### config.mk
export PLATFORM = sky130hd
export DESIGN_NAME = zip_stored_entry_stream_parser_unit
export DESIGN_NICKNAME = d
export VERILOG_FILES = /design/src/rtl/core/zsep_pkg.sv /design/src/rtl/core/zip_stored_entry_stream_parser_unit.sv /design/src/rtl/core/zsep_path_check.sv /design/src/rtl/core/zsep_core.sv
export SDC_FILE = /design/constraint.sdc
export NUM_CORES = 1
export LEC_CHECK = 0
export BUFFER_PORTS_ARGS = -buffer_cell sky130_fd_sc_hd__buf_2
export CORE_MARGIN = 3
export CORE_UTILIZATION = 55
export CTS_CLUSTER_SIZE = 8
export DETAILED_ROUTE_END_ITERATION = 8
export PLACE_DENSITY = 0.74
export SLEW_MARGIN = 20
export SYNTH_ARGS = -nofsm -noshare
export SYNTH_HDL_FRONTEND = slang
export SYNTH_HIERARCHICAL = 1
export SYNTH_SLANG_ARGS = --single-unit
export TNS_END_PERCENT = 5
### constraint.sdc
create_clock -name clk -period 11.9 [get_ports clk]
set_input_delay 1.19 -clock clk [delete_from_list [all_inputs] [get_ports clk]]
set_output_delay 1.19 -clock clk [all_outputs]
set_load 0.05 [all_outputs]
### src/rtl/core/zsep_pkg.sv
// Shared types and constants for the ZIP stored-entry stream parser.
// No dependencies; used by every module of the block.
`default_nettype none

package zsep_pkg;

  // Record signatures and header checks
  localparam logic [31:0] SIG_LOCAL       = 32'h04034B50;
  localparam logic [31:0] SIG_CENTRAL     = 32'h02014B50;
  localparam logic [31:0] SIG_END         = 32'h06054B50;
  localparam logic [15:0] FLAG_DESCRIPTOR = 16'h0008;
  localparam logic [31:0] SIZE_ALL_ONES   = 32'hFFFFFFFF;
  localparam logic [4:0]  HDR_LAST_POS    = 5'd29;
  localparam logic [15:0] MAX_NAME_RESET  = 16'd259;

  // Parser phases
  localparam logic [2:0] PH_HEADER = 3'd0;
  localparam logic [2:0] PH_NAME   = 3'd1;
  localparam logic [2:0] PH_DATA   = 3'd2;
  localparam logic [2:0] PH_DONE   = 3'd3;
  localparam logic [2:0] PH_ERROR  = 3'd4;

  // Byte classes
  localparam logic [2:0] CLS_HEADER = 3'd0;
  localparam logic [2:0] CLS_NAME   = 3'd1;
  localparam logic [2:0] CLS_EXTRA  = 3'd2;
  localparam logic [2:0] CLS_FILE   = 3'd3;
  localparam logic [2:0] CLS_DIR    = 3'd4;
  localparam logic [2:0] CLS_DONE   = 3'd5;
  localparam logic [2:0] CLS_ERROR  = 3'd6;

  // Status codes
  localparam logic [2:0] ST_OK          = 3'd0;
  localparam logic [2:0] ST_DONE        = 3'd1;
  localparam logic [2:0] ST_BAD_SIG     = 3'd2;
  localparam logic [2:0] ST_UNSUPPORTED = 3'd3;
  localparam logic [2:0] ST_BAD_NAMELEN = 3'd4;
  localparam logic [2:0] ST_UNSAFE      = 3'd5;

  // Characters of interest in entry names
  localparam logic [7:0] CH_NUL   = 8'h00;
  localparam logic [7:0] CH_SLASH = 8'h2F;
  localparam logic [7:0] CH_BSLASH = 8'h5C;
  localparam logic [7:0] CH_COLON = 8'h3A;
  localparam logic [7:0] CH_DOT   = 8'h2E;

  // Path check state carried across name bytes
  typedef struct packed {
    logic       zero_seen;
    logic       unsafe;
    logic [7:0] prev;
  } path_t;

  // One result item
  typedef struct packed {
    logic [2:0]  byte_class;
    logic [7:0]  byte_out;
    logic        entry_last;
    logic [2:0]  status;
    logic [31:0] entry_size;
    logic [15:0] name_length;
    logic        is_directory;
    logic [31:0] file_total;
  } result_t;

endpackage

`default_nettype wire

### src/rtl/core/zip_stored_entry_stream_parser_unit.sv
// Top level of the ZIP stored-entry stream parser: handshakes, name length
// register and result register. Depends on zsep_pkg and zsep_core.
`default_nettype none

// Takes a ZIP archive one byte per item and returns one result item per
// byte, registered in the cycle after the byte is accepted. With out_ready held high a byte
// is taken every cycle; the figure is set by the single result register,
// which accepts a new item in the same cycle its held result is taken. Each
// result carries the byte, its class, the entry-complete flag and the latched
// status and entry fields as they stand after that byte. cfg_max_name_length
// may be written whenever the block is idle; in_ready and cfg_ready stay low
// while rst_n is low, and cfg_ready is high at all other times.
module zip_stored_entry_stream_parser_unit (
  input  wire logic        clk,
  input  wire logic        rst_n,
  // byte input
  input  wire logic        in_valid,
  output logic             in_ready,
  input  wire logic [7:0]  in_data_byte,
  // results
  output logic             out_valid,
  input  wire logic        out_ready,
  output logic [2:0]       out_byte_class,
  output logic [7:0]       out_byte_out,
  output logic             out_entry_last,
  output logic [2:0]       out_status,
  output logic [31:0]      out_entry_size,
  output logic [15:0]      out_name_length,
  output logic             out_is_directory,
  output logic [31:0]      out_file_total,
  // configuration
  input  wire logic        cfg_valid,
  output logic             cfg_ready,
  input  wire logic [15:0] cfg_max_name_length
);

  logic              out_valid_r;
  logic [15:0]       max_name_r;
  logic              accept;
  zsep_pkg::result_t res_nxt;
  zsep_pkg::result_t res_r;

  assign in_ready  = rst_n && (!out_valid_r || out_ready);
  assign accept    = in_valid && in_ready;
  assign cfg_ready = rst_n;

  // Name length limit register
  always_ff @(posedge clk) begin
    if (!rst_n) begin
      max_name_r <= zsep_pkg::MAX_NAME_RESET;
    end else if (cfg_valid) begin
      max_name_r <= cfg_max_name_length;
    end
  end

  zsep_core u_core (
    .clk          (clk),
    .rst_n        (rst_n),
    .step         (accept),
    .data_byte    (in_data_byte),
    .max_name_len (max_name_r),
    .res_nxt      (res_nxt)
  );

  // Result register
  always_ff @(posedge clk) begin
    if (!rst_n) begin
      out_valid_r <= 1'b0;
    end else if (accept) begin
      out_valid_r <= 1'b1;
    end else if (out_ready) begin
      out_valid_r <= 1'b0;
    end
  end

  always_ff @(posedge clk) begin
    if (accept) begin
      res_r <= res_nxt;
    end
  end

  assign out_valid        = out_valid_r;
  assign out_byte_class   = res_r.byte_class;
  assign out_byte_out     = res_r.byte_out;
  assign out_entry_last   = res_r.entry_last;
  assign out_status       = res_r.status;
  assign out_entry_size   = res_r.entry_size;
  assign out_name_length  = res_r.name_length;
  assign out_is_directory = res_r.is_directory;
  assign out_file_total   = res_r.file_total;

endmodule

`default_nettype wire

### src/rtl/core/zsep_path_check.sv
// Per-byte unsafe path check and trailing-slash tracking for entry names.
// Depends on zsep_pkg (path_t, character constants).
`default_nettype none

module zsep_path_check (
  input  wire logic [7:0]    data_byte,
  input  wire logic          first_pos,
  input  zsep_pkg::path_t    path_cur,
  output zsep_pkg::path_t    path_nxt
);

  always_comb begin
    path_nxt = path_cur;
    // Everything after the first zero byte is ignored
    if (!path_cur.zero_seen) begin
      if (data_byte == zsep_pkg::CH_NUL) begin
        path_nxt.zero_seen = 1'b1;
        if (first_pos) path_nxt.unsafe = 1'b1;
      end else begin
        if (data_byte == zsep_pkg::CH_COLON) path_nxt.unsafe = 1'b1;
        // leading slash or backslash
        if (first_pos && (data_byte == zsep_pkg::CH_SLASH ||
                          data_byte == zsep_pkg::CH_BSLASH)) begin
          path_nxt.unsafe = 1'b1;
        end
        // ".." anywhere
        if (!first_pos && data_byte == zsep_pkg::CH_DOT &&
            path_cur.prev == zsep_pkg::CH_DOT) begin
          path_nxt.unsafe = 1'b1;
        end
        path_nxt.prev = data_byte;
      end
    end
  end

endmodule

`default_nettype wire

### src/rtl/core/zsep_core.sv
// Parser state and next-state logic: header gathering, checks, name/extra
// and data tracking. Depends on zsep_pkg and zsep_path_check.
`default_nettype none

module zsep_core (
  input  wire logic          clk,
  input  wire logic          rst_n,
  input  wire logic          step,
  input  wire logic [7:0]    data_byte,
  input  wire logic [15:0]   max_name_len,
  output zsep_pkg::result_t  res_nxt
);

  logic [2:0]  phase_r, phase_nxt;
  logic [4:0]  hdr_cnt_r, hdr_cnt_nxt;
  logic [31:0] sig_r, sig_nxt;
  logic [15:0] flags_r, flags_nxt;
  logic [15:0] method_r, method_nxt;
  logic [31:0] bytes_left_r, bytes_left_nxt;
  logic [15:0] name_len_r, name_len_nxt;
  logic [15:0] extra_len_r, extra_len_nxt;
  logic [16:0] ne_cnt_r, ne_cnt_nxt;
  logic [31:0] size_r, size_nxt;
  logic        dir_r, dir_nxt;
  logic [2:0]  status_r, status_nxt;
  logic [31:0] files_r, files_nxt;
  zsep_pkg::path_t path_r, path_nxt, path_chk;

  logic [2:0]  cls;
  logic        last;
  logic [4:0]  size_off;
  logic [16:0] ne_total;
  logic [16:0] ne_cnt_inc;
  logic [31:0] bytes_dec;
  logic        name_byte;

  assign size_off   = hdr_cnt_r - 5'd18;
  assign ne_total   = {1'b0, name_len_r} + {1'b0, extra_len_r};
  assign ne_cnt_inc = ne_cnt_r + 17'd1;
  assign bytes_dec  = bytes_left_r - {31'd0, (bytes_left_r != 32'd0)};
  assign name_byte  = (ne_cnt_r < {1'b0, name_len_r});

  // Name byte check
  zsep_path_check u_path (
    .data_byte (data_byte),
    .first_pos (ne_cnt_r == 17'd0),
    .path_cur  (path_r),
    .path_nxt  (path_chk)
  );

  // Next state and result for the byte at the input
  always_comb begin
    phase_nxt      = phase_r;
    hdr_cnt_nxt    = hdr_cnt_r;
    sig_nxt        = sig_r;
    flags_nxt      = flags_r;
    method_nxt     = method_r;
    bytes_left_nxt = bytes_left_r;
    name_len_nxt   = name_len_r;
    extra_len_nxt  = extra_len_r;
    ne_cnt_nxt     = ne_cnt_r;
    size_nxt       = size_r;
    dir_nxt        = dir_r;
    status_nxt     = status_r;
    files_nxt      = files_r;
    path_nxt       = path_r;
    cls            = zsep_pkg::CLS_HEADER;
    last           = 1'b0;

    case (phase_r)
      zsep_pkg::PH_HEADER: begin
        cls = zsep_pkg::CLS_HEADER;
        // first header byte starts a fresh entry
        if (hdr_cnt_r == 5'd0) begin
          sig_nxt       = '0;
          flags_nxt     = '0;
          method_nxt    = '0;
          size_nxt      = '0;
          name_len_nxt  = '0;
          extra_len_nxt = '0;
          dir_nxt       = 1'b0;
        end
        // byte lanes of the little-endian header fields
        if (hdr_cnt_r < 5'd4) begin
          sig_nxt[{hdr_cnt_r[1:0], 3'b000} +: 8] = data_byte;
        end else if (hdr_cnt_r == 5'd6 || hdr_cnt_r == 5'd7) begin
          flags_nxt[{hdr_cnt_r[0], 3'b000} +: 8] = data_byte;
        end else if (hdr_cnt_r == 5'd8 || hdr_cnt_r == 5'd9) begin
          method_nxt[{hdr_cnt_r[0], 3'b000} +: 8] = data_byte;
        end else if (hdr_cnt_r >= 5'd18 && hdr_cnt_r < 5'd22) begin
          size_nxt[{size_off[1:0], 3'b000} +: 8] = data_byte;
        end else if (hdr_cnt_r == 5'd26 || hdr_cnt_r == 5'd27) begin
          name_len_nxt[{hdr_cnt_r[0], 3'b000} +: 8] = data_byte;
        end else if (hdr_cnt_r == 5'd28 || hdr_cnt_r == 5'd29) begin
          extra_len_nxt[{hdr_cnt_r[0], 3'b000} +: 8] = data_byte;
        end

        if (hdr_cnt_r == zsep_pkg::HDR_LAST_POS) begin
          hdr_cnt_nxt = 5'd0;
          // all checked fields are complete before the last header byte
          if (sig_r == zsep_pkg::SIG_CENTRAL || sig_r == zsep_pkg::SIG_END) begin
            phase_nxt  = zsep_pkg::PH_DONE;
            status_nxt = zsep_pkg::ST_DONE;
          end else if (sig_r != zsep_pkg::SIG_LOCAL) begin
            phase_nxt  = zsep_pkg::PH_ERROR;
            status_nxt = zsep_pkg::ST_BAD_SIG;
          end else if ((flags_r & zsep_pkg::FLAG_DESCRIPTOR) != 16'd0 ||
                       method_r != 16'd0 || size_r == zsep_pkg::SIZE_ALL_ONES) begin
            phase_nxt  = zsep_pkg::PH_ERROR;
            status_nxt = zsep_pkg::ST_UNSUPPORTED;
          end else if (name_len_r == 16'd0 || name_len_r > max_name_len) begin
            phase_nxt  = zsep_pkg::PH_ERROR;
            status_nxt = zsep_pkg::ST_BAD_NAMELEN;
          end else begin
            phase_nxt  = zsep_pkg::PH_NAME;
            ne_cnt_nxt = '0;
            path_nxt   = '0;
          end
        end else begin
          hdr_cnt_nxt = hdr_cnt_r + 5'd1;
        end
      end

      zsep_pkg::PH_NAME: begin
        if (name_byte) begin
          cls      = zsep_pkg::CLS_NAME;
          path_nxt = path_chk;
        end else begin
          cls = zsep_pkg::CLS_EXTRA;
        end
        ne_cnt_nxt = ne_cnt_inc;
        // end of name and extra field
        if (ne_cnt_inc >= ne_total) begin
          if (path_nxt.unsafe) begin
            phase_nxt  = zsep_pkg::PH_ERROR;
            status_nxt = zsep_pkg::ST_UNSAFE;
          end else begin
            dir_nxt = (path_nxt.prev == zsep_pkg::CH_SLASH ||
                       path_nxt.prev == zsep_pkg::CH_BSLASH);
            if (!dir_nxt) files_nxt = files_r + 32'd1;
            if (size_r == 32'd0) begin
              last      = 1'b1;
              phase_nxt = zsep_pkg::PH_HEADER;
            end else begin
              bytes_left_nxt = size_r;
              phase_nxt      = zsep_pkg::PH_DATA;
            end
          end
        end
      end

      zsep_pkg::PH_DATA: begin
        cls            = dir_r ? zsep_pkg::CLS_DIR : zsep_pkg::CLS_FILE;
        bytes_left_nxt = bytes_dec;
        if (bytes_dec == 32'd0) begin
          last      = 1'b1;
          phase_nxt = zsep_pkg::PH_HEADER;
        end
      end

      zsep_pkg::PH_DONE: begin
        cls = zsep_pkg::CLS_DONE;
      end

      default: begin
        cls = zsep_pkg::CLS_ERROR;
      end
    endcase
  end

  // Result as seen after this byte
  always_comb begin
    res_nxt.byte_class   = cls;
    res_nxt.byte_out     = data_byte;
    res_nxt.entry_last   = last;
    res_nxt.status       = status_nxt;
    res_nxt.entry_size   = size_nxt;
    res_nxt.name_length  = name_len_nxt;
    res_nxt.is_directory = dir_nxt;
    res_nxt.file_total   = files_nxt;
  end

  // State registers advance once per accepted item
  always_ff @(posedge clk) begin
    if (!rst_n) begin
      phase_r      <= zsep_pkg::PH_HEADER;
      hdr_cnt_r    <= '0;
      sig_r        <= '0;
      flags_r      <= '0;
      method_r     <= '0;
      bytes_left_r <= '0;
      name_len_r   <= '0;
      extra_len_r  <= '0;
      ne_cnt_r     <= '0;
      size_r       <= '0;
      dir_r        <= 1'b0;
      status_r     <= zsep_pkg::ST_OK;
      files_r      <= '0;
      path_r       <= '0;
    end else if (step) begin
      phase_r      <= phase_nxt;
      hdr_cnt_r    <= hdr_cnt_nxt;
      sig_r        <= sig_nxt;
      flags_r      <= flags_nxt;
      method_r     <= method_nxt;
      bytes_left_r <= bytes_left_nxt;
      name_len_r   <= name_len_nxt;
      extra_len_r  <= extra_len_nxt;
      ne_cnt_r     <= ne_cnt_nxt;
      size_r       <= size_nxt;
      dir_r        <= dir_nxt;
      status_r     <= status_nxt;
      files_r      <= files_nxt;
      path_r       <= path_nxt;
    end
  end

endmodule

`default_nettype wire

==> flow_results.xml <==
<?xml version="1.0" encoding="UTF-8"?>
<metrics>
  <group name="global_routing">
    <metric name="first_global_vias" unit="">14100</metric>
    <metric name="grt_antenna_before_repair" unit="">0</metric>
    <metric name="grt_overflow" unit="">0</metric>
    <metric name="grt_usage" unit="%">27.5</metric>
    <metric name="global_route_wire_length_before_repair" unit="um">75100</metric>
    <metric name="maximum_number_of_pins_on_one_net_before_global_route_repair" unit="">77</metric>
  </group>
  <group name="yosys">
    <metric name="synthTopCellsByArea" unit="">sky130_fd_sc_hd__dfxtp_1, sky130_fd_sc_hd__edfxtp_1, sky130_fd_sc_hd__ha_1</metric>
    <metric name="synth_cell_types" unit="">82</metric>
    <metric name="synthArstFlopShare" unit="%">0</metric>
    <metric name="yosys.area.top_type" unit="">sky130_fd_sc_hd__dfxtp_1</metric>
    <metric name="yosysSeqAreaShare" unit="%">44.0</metric>
    <metric name="ys_seq_elements" unit="">329</metric>
    <metric name="post_synth.cell_area_avg" unit="um^2">8.97</metric>
    <metric name="nets_in_the_synthesized_netlist" unit="">2017</metric>
    <metric name="synth-edff-count" unit="">96</metric>
    <metric name="ys_warnings" unit="">6</metric>
    <metric name="syn_std_cell_area" unit="um^2">17100</metric>
    <metric name="postSynth.topFlopCell" unit="">sky130_fd_sc_hd__dfxtp_1</metric>
    <metric name="yosysTopAreaCellShare" unit="%">27.2</metric>
    <metric name="post_synthesis_cell_count" unit="">1911</metric>
  </group>
  <group name="setup_path">
    <metric name="timing.critical_path.fanout_max" unit="">27</metric>
    <metric name="critPathArrivalTime" unit="ns">6.18</metric>
    <metric name="critPathCaptureType" unit="">register</metric>
    <metric name="required" unit="ns">12.17</metric>
    <metric name="worstSetupStartpointType" unit="">register</metric>
    <metric name="timing_worst_setup_path_type" unit="">register to register</metric>
  </group>
  <group name="sta">
    <metric name="report.final.setup_viol" unit="">0</metric>
    <metric name="worst_slew_margin_rel" unit="%">32.4</metric>
    <metric name="timing_max_transition_violations_final" unit="">0</metric>
    <metric name="finalHoldViolations" unit="">0</metric>
    <metric name="worst-slew-pin-transition" unit="ns">1.01</metric>
    <metric name="final_period_minus_worst_setup_slack" unit="ns">5.91</metric>
    <metric name="clock_skew" unit="ns">0.0156</metric>
    <metric name="achievable-frequency" unit="GHz">0.169</metric>
    <metric name="timing.setup.tns" unit="ns">0</metric>
    <metric name="timing.hold.ws" unit="ns">0.463</metric>
    <metric name="period_share" unit="%">49.7</metric>
    <metric name="setup_repair_after_global_routing_missed_its_margin" unit="">false</metric>
  </group>
  <group name="floorplan">
    <metric name="io-pin-count" unit="">128</metric>
    <metric name="initial_core_util" unit="%">55.9</metric>
    <metric name="std_cell_rows" unit="">64</metric>
    <metric name="fp.dieArea" unit="um^2">33300</metric>
    <metric name="die_h" unit="um">183</metric>
    <metric name="die_w" unit="um">183</metric>
    <metric name="design.core.area" unit="um^2">30700</metric>
  </group>
  <group name="run_status">
    <metric name="run_status" unit="">finished clean</metric>
  </group>
  <group name="detailed_routing">
    <metric name="violation_count_after_the_first_detailed_routing_iteration" unit="">1438</metric>
    <metric name="routed_wl" unit="um">47600</metric>
    <metric name="routed_via_density" unit="">6.31</metric>
    <metric name="ant_nets" unit="">0</metric>
    <metric name="num_vias" unit="">15100</metric>
    <metric name="detail_route.wl_per_cell" unit="um">19.8</metric>
    <metric name="drcViolationCount" unit="">0</metric>
    <metric name="dr.pass1.iters" unit="">5</metric>
  </group>
  <group name="clocking">
    <metric name="post_cts.repair.setup_buffers" unit="">0</metric>
    <metric name="cts_inserted_buffers" unit="">47</metric>
    <metric name="clkSinkCount" unit="">329</metric>
    <metric name="cts_tree" unit="">built</metric>
    <metric name="cts-htree-levels" unit="">2</metric>
    <metric name="max-clock-path-buffers" unit="">3</metric>
    <metric name="clkTransAtPathRegs" unit="ns">0.05</metric>
    <metric name="worstSkewPairLatency" unit="ns">0.55</metric>
    <metric name="clock_tree.root_cell" unit="">sky130_fd_sc_hd__clkbuf_16</metric>
    <metric name="number_of_resized_instances_in_the_post_cts_repair_step" unit="">0</metric>
    <metric name="cts.hold.buffers_added" unit="">0</metric>
  </group>
  <group name="power">
    <metric name="power_leakage" unit="uW">0.00725</metric>
    <metric name="power.ir.vdd_worst" unit="mV">0.117</metric>
    <metric name="p_per_area" unit="nW/um^2">136</metric>
  </group>
  <group name="layout">
    <metric name="layout.nets" unit="">2081</metric>
    <metric name="final_layout_size_suffix_gt1_share" unit="%">11.1</metric>
    <metric name="stdcell_count" unit="">2400</metric>
    <metric name="insertedDiodeCount" unit="">0</metric>
    <metric name="filler_cell_count" unit="">2591</metric>
    <metric name="end_of_flow_core_utilization" unit="%">62.5</metric>
    <metric name="area_growth_syn_to_layout" unit="%">11.8</metric>
  </group>
  <group name="placement">
    <metric name="portBuffers" unit="">127</metric>
    <metric name="dp.final_hpwl" unit="um">31900</metric>
    <metric name="finalWeightedCongestion" unit="">0.944</metric>
    <metric name="place_inst" unit="">2322</metric>
  </group>
  <group name="min_path">
    <metric name="hold_class" unit="">register to register</metric>
  </group>
  <group name="job">
    <metric name="drv_cap" unit="">0</metric>
  </group>
</metrics>
## through the flow
stage | setup slack, ns | area, um^2 | total power [uW]
floorplan | 6.16 | 17100 | 1340
global placement | 6.16 | 17800 | 1380
detailed placement | 6.21 | 17800 | 1390
CTS | 6.15 | 19200 | 2620
global route | 5.78 | 19200 | 2680
finish | 5.99 | 19200 | 2600
## cell type report
cell class	count	area (um^2)	share of cell area [%]
Clock inverter	2	28.8	0.150
Clock buffer	76	1330	6.92
Inverter	69	262	1.36
Sequential cell	329	7550	39.4
Timing Repair Buffer	136	703	3.67
Tap cell	396	495	2.58
Multi-Input combinational cell	1392	8810	45.9
## kinds of logic after synthesis
logic type                 synth area share, %
buffers and inverters                     4.69
AOI/OAI and AO/OA                         17.8
DFF                                       44.0
muxes                                     3.22
adders and majority gates                 5.66
xor gates and xnor gates                  3.47
and+or+nand+nor                           21.1
## where the power goes
| group | internal [uW] | switching [uW] |
|---|---|---|
| registers | 1170 | 9.82 |
| logic | 45.5 | 142 |
| clock network | 754 | 478 |
| total | 1970 | 630 |
## critical path, stage by stage (launching register included)
cell,delay (ns)
sky130_fd_sc_hd__dfxtp_1,0.34
sky130_fd_sc_hd__ha_1,0.25
sky130_fd_sc_hd__fa_1,0.42
sky130_fd_sc_hd__a21oi_1,0.17
sky130_fd_sc_hd__o21ai_0,0.15
sky130_fd_sc_hd__nor4_1,0.37
sky130_fd_sc_hd__o31ai_1,0.20
sky130_fd_sc_hd__o41a_1,0.37
sky130_fd_sc_hd__a311oi_1,0.38
sky130_fd_sc_hd__xor2_1,0.19
sky130_fd_sc_hd__ha_1,0.28
sky130_fd_sc_hd__nand4_1,0.12
sky130_fd_sc_hd__nor4_1,0.06
sky130_fd_sc_hd__a2111oi_0,0.49
sky130_fd_sc_hd__o21bai_1,0.20
sky130_fd_sc_hd__o211ai_1,0.49
sky130_fd_sc_hd__a21o_1,0.78
sky130_fd_sc_hd__nor3_1,0.18
sky130_fd_sc_hd__xor2_1,0.19
## cells in the mapped netlist, types with 17 or more instances
library cell,count
sky130_fd_sc_hd__a21oi_1,130
sky130_fd_sc_hd__a22o_1,25
sky130_fd_sc_hd__a22oi_1,24
sky130_fd_sc_hd__clkbuf_1,95
sky130_fd_sc_hd__dfxtp_1,233
sky130_fd_sc_hd__edfxtp_1,96
sky130_fd_sc_hd__ha_1,76
sky130_fd_sc_hd__inv_1,69
sky130_fd_sc_hd__mux2i_1,54
sky130_fd_sc_hd__nand2_1,187
sky130_fd_sc_hd__nand2b_1,18
sky130_fd_sc_hd__nand3_1,66
sky130_fd_sc_hd__nand4_1,33
sky130_fd_sc_hd__nor2_1,176
sky130_fd_sc_hd__nor2b_1,22
sky130_fd_sc_hd__nor3_1,47
sky130_fd_sc_hd__nor4_1,49
sky130_fd_sc_hd__o21ai_0,97
sky130_fd_sc_hd__o22ai_1,32
sky130_fd_sc_hd__o31ai_1,32
sky130_fd_sc_hd__or2_2,17
sky130_fd_sc_hd__or3_1,36
sky130_fd_sc_hd__xnor2_1,30
sky130_fd_sc_hd__xor2_1,38
## cells in the final DEF, fill, tap and decap left out, drive strengths merged, types with 7 or more instances in the layout
cell    instances
xor2           38
nor2b          22
o31ai          32
edfxtp         96
xnor2          30
or4            14
nor2          176
nor4           50
and4            7
a32oi          14
a21o           11
a22o           25
inv            70
ha             76
or3            36
and2            9
nor3           47
mux2i          54
a22oi          24
nand3b          7
o21ai         101
o211a          10
nand3          66
dfxtp         233
o41ai           9
a31oi          12
a21oi         130
and3           10
nand2b         18
clkbuf         76
o22ai          32
nand2         187
or2            17
buf           136
o211ai          7
nand4          33
## path summary, 6_finish.rpt
kind	from	cells past startpoint	slack (ns)	to
worst min-delay path	u_core/method_r[15]	2	0.46	u_core/method_r[15]
worst max-delay path	u_core/name_len_r[0]	18	5.99	out_file_total[30]
worst max register to register	u_core/name_len_r[0]	18	5.99	out_file_total[30]
worst min register to register	u_core/method_r[15]	2	0.46	u_core/method_r[15]
## sequential cells by signal, indices dropped and copies added (netlist names), 17 cells and up
register	flops
out_file_total	32
u_core/bytes_left_r	32
u_core/ne_cnt_r	17
u_core/size_r	32
u_core/files_r	32
u_core/sig_r	32
out_entry_size	32
## metal layers
| layer | routed length (um) | track usage, % |
|---|---|---|
| met5 | 0 | 0 |
| met4 | 1590 | 9.63 |
| met3 | 3750 | 4.90 |
| met2 | 21700 | 43.7 |
| met1 | 20600 | 38.0 |
Power figures use the tool's default switching activity.
